==> src/hw/rtl/box_filter_mipmap_builder_core_macros.svh <==
// assertion helpers for the mipmap builder
`ifndef BOX_FILTER_MIPMAP_BUILDER_CORE_MACROS_SVH
`define BOX_FILTER_MIPMAP_BUILDER_CORE_MACROS_SVH
`ifndef SYNTH
`define BFMB_ASSERT_SAME(label, clk, rst, ante, cons) \
   label: assert property (@(posedge clk) disable iff (rst) (ante) |-> (cons)) \
      else $error("bfmb assertion failed");
`define BFMB_ASSERT_NEXT(label, clk, rst, ante, cons) \
   label: assert property (@(posedge clk) disable iff (rst) (ante) |=> (cons)) \
      else $error("bfmb assertion failed");
`else
`define BFMB_ASSERT_SAME(label, clk, rst, ante, cons)
`define BFMB_ASSERT_NEXT(label, clk, rst, ante, cons)
`endif
`endif

==> src/hw/rtl/bfmb_pkg.sv <==
package bfmb_pkg;

   localparam int MAX_SIDE_LOG2 = 10;
   localparam int LVL_W         = 4;
   localparam int COORD_W       = 10;
   localparam int SIDE_W        = MAX_SIDE_LOG2 + 1;
   localparam int PAIR_AW       = MAX_SIDE_LOG2;
   localparam int PAIR_DEPTH    = (1 << MAX_SIDE_LOG2) - 1;
   localparam logic [LVL_W-1:0] SIDE_LOG2_RESET = 4'd8;

   typedef struct packed {
      logic [7:0] blue;
      logic [7:0] green;
      logic [7:0] red;
   } rgb8_type;

   typedef struct packed {
      logic [8:0] blue;
      logic [8:0] green;
      logic [8:0] red;
   } rgb9_type;

   typedef struct packed {
      logic [9:0] blue;
      logic [9:0] green;
      logic [9:0] red;
   } rgb10_type;

   typedef enum logic [1:0] {
      ST_IDLE,
      ST_EMIT,
      ST_SUM
   } state_type;

endpackage

==> src/hw/rtl/bfmb_add_unit.sv <==
module bfmb_add_unit
   import bfmb_pkg::*;
(
   input  rgb9_type  opa,
   input  rgb9_type  opb,
   output rgb10_type sum
);

   // three channel adders, shared by pair sums and block sums
   assign sum.red   = {1'b0, opa.red}   + {1'b0, opb.red};
   assign sum.green = {1'b0, opa.green} + {1'b0, opb.green};
   assign sum.blue  = {1'b0, opa.blue}  + {1'b0, opb.blue};

endmodule

==> config.mk <==
export PLATFORM = sky130hd
export DESIGN_NAME = bfmb_add_unit
export DESIGN_NICKNAME = d
export VERILOG_FILES = /design/src/hw/rtl/box_filter_mipmap_builder_core_macros.svh /design/src/hw/rtl/bfmb_pkg.sv /design/src/hw/rtl/bfmb_add_unit.sv
export SDC_FILE = /design/constraint.sdc
export NUM_CORES = 1
export LEC_CHECK = 0
export BUFFER_PORTS_ARGS = -buffer_cell sky130_fd_sc_hd__buf_4
export CAP_MARGIN = 15
export CORE_AREA = 2 2 69 71
export DETAILED_ROUTE_END_ITERATION = 7
export DIE_AREA = 0 0 71 73
export GPL_ROUTABILITY_DRIVEN = 1
export PLACE_DENSITY = 0.56
export SLEW_MARGIN = 10
export SYNTH_ARGS = -nofsm -noshare
export SYNTH_HDL_FRONTEND = slang
export SYNTH_SLANG_ARGS = --single-unit
==> constraint.sdc <==
create_clock -name vclk -period 3.39
set_input_delay 0.5085 -clock vclk [all_inputs]
set_output_delay 0.5085 -clock vclk [all_outputs]
set_load 0.01 [all_outputs]
==> Word-level counts from Yosys, hierarchy flattened <==
Index checks and enable logic that the tools add are counted.
{ "totals": {"register_bits": 0, "latch_bits": 0, "mem_bits_rw": 0, "romBits": 0, "inputBits": 54, "output_inout_bits": 30, "n_memories": 0} }
{ "classes": {"add_sub_neg": 3, "n_mul": 0, "n_div": 0, "magnitude_cmp": 0, "eq_ne": 0, "shifts": 0, "mux": 0, "bitwise": 0, "n_reduce_logical": 0} }
{ "ops": {"columns": ["operator", "count"], "rows": [
  ["$add A9 B9 Y10", 3]
]} }

==> Depth between registers and ports, before layout <==
Gate-level depths: netlist of the first run.
{ "depth": {"ltp_word": 1, "mapped_depth": 8, "depth_no_buf": 8} }

==> Worst setup path after synthesis of the first run <==
No wires, ideal clock.
{ "synth_path": {"kind": "input to output", "startpoint": "input port opa[9] (netlist name)", "endpoint": "output port sum[18] (netlist name)", "arrival_ns": 1.967, "setup_slack_ns": 0.914, "path_stages": 8, "n_path_buf": 0, "cell_sequence": "ha_1 -> inv_1 -> fa_1 -> nor2b_4 -> o31a_1 -> a311o_1 -> a21oi_2 -> xnor2_1"} }
{ "synth_rtl": {"columns": ["element", "line_no", "rtl"], "rows": [
  ["start, declared", "bfmb_add_unit.sv:4", "input rgb9_type opa,"],
  ["end, declared", "bfmb_add_unit.sv:6", "output rgb10_type sum"]
]} }

==> flow_summary.ini, run 1 <==
[pwr]
p_leak_nw = 0.923
max-vdd-ir-drop_uv = 83.2
p_per_area_mw_per_mm2 = 214
p_total_mw = 0.381

[sta]
timing.fmax_mhz = 364
setup_viol = 0
fin_crit_ns = 2.75
rsz0062_at_grt = false
hold_viol = 0
final_max_slew_viol_count = 0
worst_pin_slew_ns = 0.229
timing.final.crit_share_pct = 81.0
slew_headroom_pct = 84.8
tns_ns = 0
setup_ws_ns = 0.643

[critical_path]
cpMostUsedCell = buf_4
crit_slowest_cell = a311o_1
slowest_delay_ns = 0.37
critPathBufInv = 3
critPathTopFamily = compound AO/OA/AOI/OAI gates
worstPathArrival_ns = 2.24
endpoint_kind = primary output
crit_type = in -> out
worstPathRequired_ns = 2.88
startpoint_type = input port
worstPathMaxFanout = 3
crit_path_cell_trace = buf_4 -> ha_1 -> inv_1 -> fa_1 -> nor2b_4 -> o31a_1 -> a311o_1 -> a21oi_2 -> xnor2_1 -> buf_4

[clock_network]
postCtsSetupBuffers = 0
cts_resized = 0
hold_buffers = 0

[global_route]
overflow = 0
antenna_found_initial = 0
grt_pass1_vias = 1135
groute.usage.overall_pct = 10.1
grt_max_degree = 7
grt_pass1_wl_um = 4660

[drt]
wirelength_um = 2790
wire_per_inst_um = 10.0
vias = 1260
drc = 0
vias_per_cell = 4.53
drt-initial-drc-count = 16
first_pass_iters = 4
drtAntennaViolNets = 0

[cells_and_area]
final_layout_size_suffix_gt1_share_pct = 39.3
diodes = 0
nClkBuffers = 0
fin_util_pct = 39.2
seqCellArea_um2 = 0
design.seq.count = 0
fin_nets = 310
area_growth_pct = 64.6

[run]
max-cap-violations = 0

[place]
place_congestion = 0.855
placement.io_buffers = 84
dp_slack_ns = 0.627
dpl.hpwl_um = 2540

[logic_synthesis]
yosysUniqueCellTypes = 20
yosys-top-cells-area = ha_1 (31%), xnor2_1 (11%), a21oi_1 (6.9%), fa_1 (5.6%), inv_1 (4.5%)
syn_nets = 224
synth_area_per_cell_um2 = 7.72
syn_area_mm2 = 0.00108
ys_seq_area_share_pct = 0
yosys_warnings = 0
synth_top_area_share_pct = 31.3
synth_largest_area_cell = ha_1
synthCells = 140

[floorplanning]
io_pins = 84
die_w_um = 71
die_h_um = 73
core_mm2 = 0.00454
dieArea_mm2 = 0.00518
num_rows = 25
start_util_pct = 23.8

[run_status]
status = complete, no violations

[min_path]
hp-class = in -> out
==> routing by layer <==
metal	global-route usage (%)	share of wire (%)	routed length, um	vias up
met5	0	0	0	-
met4	0	0	0	0
met1	13.5	43	1210	542
met2	18.9	50	1400	38
met3	0.967	6.5	182	0
li1	-	-	-	680
==> area by class of cell <==
| class | count | area (um2) |
|---|---|---|
| multi-input combinational | 127 | 1030 |
| tap | 54 | 67.6 |
| timing repair buffer | 84 | 631 |
| inverter | 13 | 48.8 |
| fill | 466 | 2760 |
==> synth_stat cells (all sizes together) <==
master and count:
ha 27, nor2 11, a311o 2, o21bai 5, nand3 7, o21a 4, o31a 2, a21o 6
xor2 5, a21oi 17, nor2b 7, o22ai 4, xnor2 14, nor3 4, o21ai 9, inv 13
fa 3
==> stage by stage <==
stage / cell area, um2 / hold WS, ns / std cells
detailed placement: 1780 / 1.31 / 278
CTS: 1780 / 1.31 / 278
floorplan: 1080 / 1.16 / 140
global route: 1780 / 1.32 / 278
finish: 1780 / 1.31 / 278
global placement: 1780 / 1.31 / 278
==> where the power goes <==
| part | internal, mW | total [mW] | switching [mW] | leakage [nW] |
|---|---|---|---|---|
| Combinational | 0.211 | 0.381 | 0.170 | 0.923 |
| Sequential | 0 | 0 | 0 | 0 |
| Clock | 0 | 0 | 0 | 0 |
==> layout by cell type (no fill, tap or decap) <==
master and instances:
o21ai_1 3, nand3_1 7, o31a_1 2, a311o_1 2
nor2_1 11, nor3_1 4, xor2_1 5, a21oi_1 15
nor2b_1 5, xnor2_1 14, o21a_1 4, o21ai_0 6
a21oi_2 2, buf_4 84, o22ai_1 4, a21o_1 6
fa_1 3, nor2b_4 2, o21bai_1 5, inv_1 13
ha_1 27
==> kinds of logic (layout without fill, tap and decap cells) <==
group                    after synthesis  in the layout  share of synthesized area (%)
buffers and inverters                 13             97                           4.51
adder cells (fa/ha/maj)               30             30                           36.8
AND/OR/NAND/NOR                       29             29                           14.4
XOR/XNOR                              19             19                           15.4
AO/OA/AOI/OAI                         49             49                           28.9
==> worst paths after layout <==
| kind | cells past startpoint | end | slack, ns | from |
|---|---|---|---|---|
| worst max-delay path | 10 | sum[18] | 0.64 | opa[9] |
| worst min-delay path | 3 | sum[10] | 1.31 | opb[9] |
No activity file was read; power rests on OpenSTA's default activity.
==> inputs of run 2 (changes only) <==
clock period = 2.8 ns   (was 3.39 ns; I/O delays follow)
==> flow_summary.ini, run 2 (synthesis gave the netlist of run 1 again) <==
[run_status]
status = complete, no violations

[floorplanning]
num_rows = 25
dieArea_mm2 = 0.00518
io_pins = 84
die_h_um = 73
core_mm2 = 0.00454
die_w_um = 71
start_util_pct = 23.8

[critical_path]
crit_path_start = opa[9]
worstPathRequired_ns = 2.38
endpoint = sum[18]
endpoint_kind = primary output
worstPathArrival_ns = 2.15
startpoint_type = input port
worstPathMaxFanout = 3
crit_type = in -> out

[pwr]
power.share.clock_pct = 0
max-vdd-ir-drop_uv = 106
p_per_area_mw_per_mm2 = 259
p_int_mw = 0.255
p_leak_nw = 0.923
p_sw_share_pct = 44.6
seqPwrFrac_pct = 0
power_frac_comb_pct = 100.0
p_sw_mw = 0.205

[cells_and_area]
nClkBuffers = 0
fin_util_pct = 39.2
diodes = 0
fin_nets = 310
mostFrequentLayoutCells = buf_4 (84), ha_1 (27), a21oi_1 (15), xnor2_1 (14), inv_1 (13)
final_layout_size_suffix_gt1_share_pct = 39.3
design.seq.count = 0
seqCellArea_um2 = 0
final_common_cell = buf_4
area_growth_pct = 64.6

[sta]
worst_pin_slew_ns = 0.225
slew_headroom_pct = 85.0
final_max_slew_viol_count = 0
timing.final.crit_share_pct = 91.7
setup_viol = 0
hold-worst-slack_ns = 1.13
tns_ns = 0
rsz0062_at_grt = false
timing.fmax_mhz = 389
fin_crit_ns = 2.57
hold_viol = 0

[global_route]
grt_max_degree = 7
use_met1_pct = 11.8
antenna_found_initial = 0
grt-busiest-layer = met2
grt_pass1_wl_um = 4410
grt_pass1_vias = 1130
overflow = 0
use_met2_pct = 19.2
groute.usage.overall_pct = 9.62
met3_usage_pct = 0.829

[drt]
vias_per_cell = 4.56
wire_per_inst_um = 9.84
first_pass_iters = 4
wirelength_um = 2740
drt-initial-drc-count = 11
vias = 1269
drtAntennaViolNets = 0
drc = 0

[run]
max-cap-violations = 0

[place]
placement.io_buffers = 84
dpl.hpwl_um = 2520
place_congestion = 0.855

[min_path]
hp-class = in -> out

[clock_network]
cts_resized = 0
hold_buffers = 0
postCtsSetupBuffers = 0
-- run 2: cell counts in the layout (fill, tap and decap cells not counted) --
Identical to the previous run, type by type.
-- run 2: worst max-delay path, stage by stage --
cell	delay, ns
buf_4	0.11
ha_1	0.20
inv_1	0.07
fa_1	0.24
nor2b_4	0.06
o31a_1	0.27
a311o_1	0.37
a21oi_2	0.15
xnor2_1	0.13
buf_4	0.14
-- run 2: final cells by class --
class / instances / area [um2]
Inverter: 13 / 48.8
Fill cell: 488 / 2760
Timing Repair Buffer: 84 / 631
Multi-Input combinational cell: 127 / 1030
Tap cell: 54 / 67.6
-- run 2: worst min-delay path by stage --
stage	cells after the start	slack (ns)	end	start
4_1_cts	3	1.14	sum[10]	opb[9]
3_3_place_gp	3	1.13	sum[20]	opb[18]
5_1_grt	3	1.14	sum[10]	opb[9]
6_report	3	1.13	sum[10]	opb[9]
3_5_place_dp	3	1.13	sum[0]	opb[0]
2_1_floorplan	1	0.98	sum[0]	opb[0]
-- run 2: routing by layer --
| layer | vias to the layer above | wire length, um | part of all wire, % |
|---|---|---|---|
| li1 | 679 | - | - |
| met5 | - | 0 | 0 |
| met4 | 0 | 0 | 0 |
| met2 | 38 | 1410 | 51 |
| met1 | 552 | 1150 | 42 |
| met3 | 0 | 181 | 6.6 |
-- run 2: metrics by stage --
| stage | power, mW | worst slack [ns] | cells | instance area (um2) |
|---|---|---|---|---|
| after floorplan | 0.255 | 0.501 | 140 | 1080 |
| after global placement | 0.466 | 0.215 | 278 | 1780 |
| after detailed placement | 0.466 | 0.207 | 278 | 1780 |
| after CTS | 0.468 | 0.207 | 278 | 1780 |
| after global routing | 0.508 | 0.114 | 278 | 1780 |
| final | 0.460 | 0.231 | 278 | 1780 |
-- run 2: power by group through the flow --
stage / clock network (mW) / logic, mW / registers, mW
final: 0 / 0.460 / 0
after global routing: 0 / 0.508 / 0
after CTS: 0 / 0.468 / 0
after detailed placement: 0 / 0.466 / 0
after global placement: 0 / 0.466 / 0
after floorplan: 0 / 0.255 / 0
==> inputs of run 3 (changes only) <==
CORE_AREA = 2 2 54 56   (was 2 2 69 71)
DIE_AREA = 0 0 56 58   (was 0 0 71 73)
PLACE_DENSITY = 0.84   (was 0.56)
==> flow_summary.ini, run 3 (synthesis gave the netlist of run 1 again) <==
[drt]
drt-initial-drc-count = 18
first_pass_iters = 4
vias_per_cell = 4.97
drtAntennaViolNets = 0
vias = 1268
wire_per_inst_um = 10.5
wirelength_um = 2680
drc = 0

[critical_path]
crit_path_cell_trace = buf_4 -> ha_1 -> inv_1 -> fa_1 -> nor2b_4 -> o31a_1 -> a311o_1 -> a21oi_2 -> xnor2_1 -> buf_4
endpoint_kind = primary output
worstPathRequired_ns = 2.38
critPathTopFamily = compound AO/OA/AOI/OAI gates
slowest_delay_ns = 0.37
startpoint_type = input port
crit_type = in -> out
crit_slowest_cell = a311o_1
worstPathArrival_ns = 2.15
critPathBufInv = 3
worstPathMaxFanout = 3
cpMostUsedCell = buf_4
cp.depth = 10

[cells_and_area]
fin_nets = 310
stdcell_count = 255
multi_input_area_mm2 = 0.00103
area_growth_pct = 61.9
nClkBuffers = 0
seqCellArea_um2 = 0
diodes = 0
fillers = 241
final_layout_size_suffix_gt1_share_pct = 39.3
mostFrequentLayoutCells = buf_4 (84), ha_1 (27), a21oi_1 (15), xnor2_1 (14), inv_1 (13)
fin_area_mm2 = 0.00175
fin_util_pct = 65.7
design.seq.count = 0
final_common_cell = buf_4

[run_status]
status = complete, no violations

[sta]
timing.final.crit_share_pct = 91.9
slew_headroom_pct = 84.7
final_max_slew_viol_count = 0
rsz0062_at_grt = false
setup_viol = 0
worst_pin_slew_ns = 0.229
fin_crit_ns = 2.57
tns_ns = 0
timing.fmax_mhz = 389
hold_viol = 0

[global_route]
grt_pass1_wl_um = 4530
antenna_found_initial = 0
grt_pass1_vias = 1126
groute.usage.overall_pct = 15.9
grt_max_degree = 7
overflow = 0

[clock_network]
cts_resized = 0
hold_buffers = 0
postCtsSetupBuffers = 0

[min_path]
hold_depth = 3
hp-class = in -> out

[place]
place_congestion = 0.757
dpl.hpwl_um = 2420
placed_cell_area_mm2 = 0.00175
placement.io_buffers = 84
place_inst = 255

[pwr]
p_sw_mw = 0.203
p_sw_share_pct = 44.3
p_leak_nw = 0.923
seqPwrFrac_pct = 0
p_total_mw = 0.459
p_int_mw = 0.255
p_per_area_mw_per_mm2 = 262
power_frac_comb_pct = 100.0
max-vdd-ir-drop_uv = 177
power.share.clock_pct = 0

[floorplanning]
die_h_um = 58
num_rows = 19
die_w_um = 56
dieArea_mm2 = 0.00325
start_util_pct = 40.6
core_mm2 = 0.00266
io_pins = 84

[run]
max-cap-violations = 0
[run 3: per-layer routing]
metal  share of wire (%)  vias up  track usage, %
met5                   0        -               0
met4                   0        0               0
met3                 9.8        0            2.46
met2                  46       52            29.2
met1                  44      541            21.1
li1                    -      675               -
[run 3: area by class of cell]
| cell class | count | area share [%] |
|---|---|---|
| Tap cell | 31 | 2.22 |
| Inverter | 13 | 2.79 |
| Multi-Input combinational cell | 127 | 59.0 |
| Timing Repair Buffer | 84 | 36.0 |
[run 3: worst paths after layout]
check             startpoint       to
setup / recovery      opa[0]   sum[8]
hold / removal        opb[9]  sum[10]
[run 3: per-stage QoR]
| step | setup WS [ns] | hold slack, ns |
|---|---|---|
| floorplan | 0.501 | 0.980 |
| global placement | 0.241 | 1.13 |
| detailed placement | 0.236 | 1.13 |
| CTS | 0.225 | 1.13 |
| global route | 0.119 | 1.14 |
| finish | 0.228 | 1.13 |
[run 3: power by group through the flow]
stage               Combinational, mW  Sequential [mW]  Clock, mW
detailed placement              0.461                0          0
global route                    0.507                0          0
CTS                             0.464                0          0
finish                          0.459                0          0
global placement                0.457                0          0
floorplan                       0.255                0          0
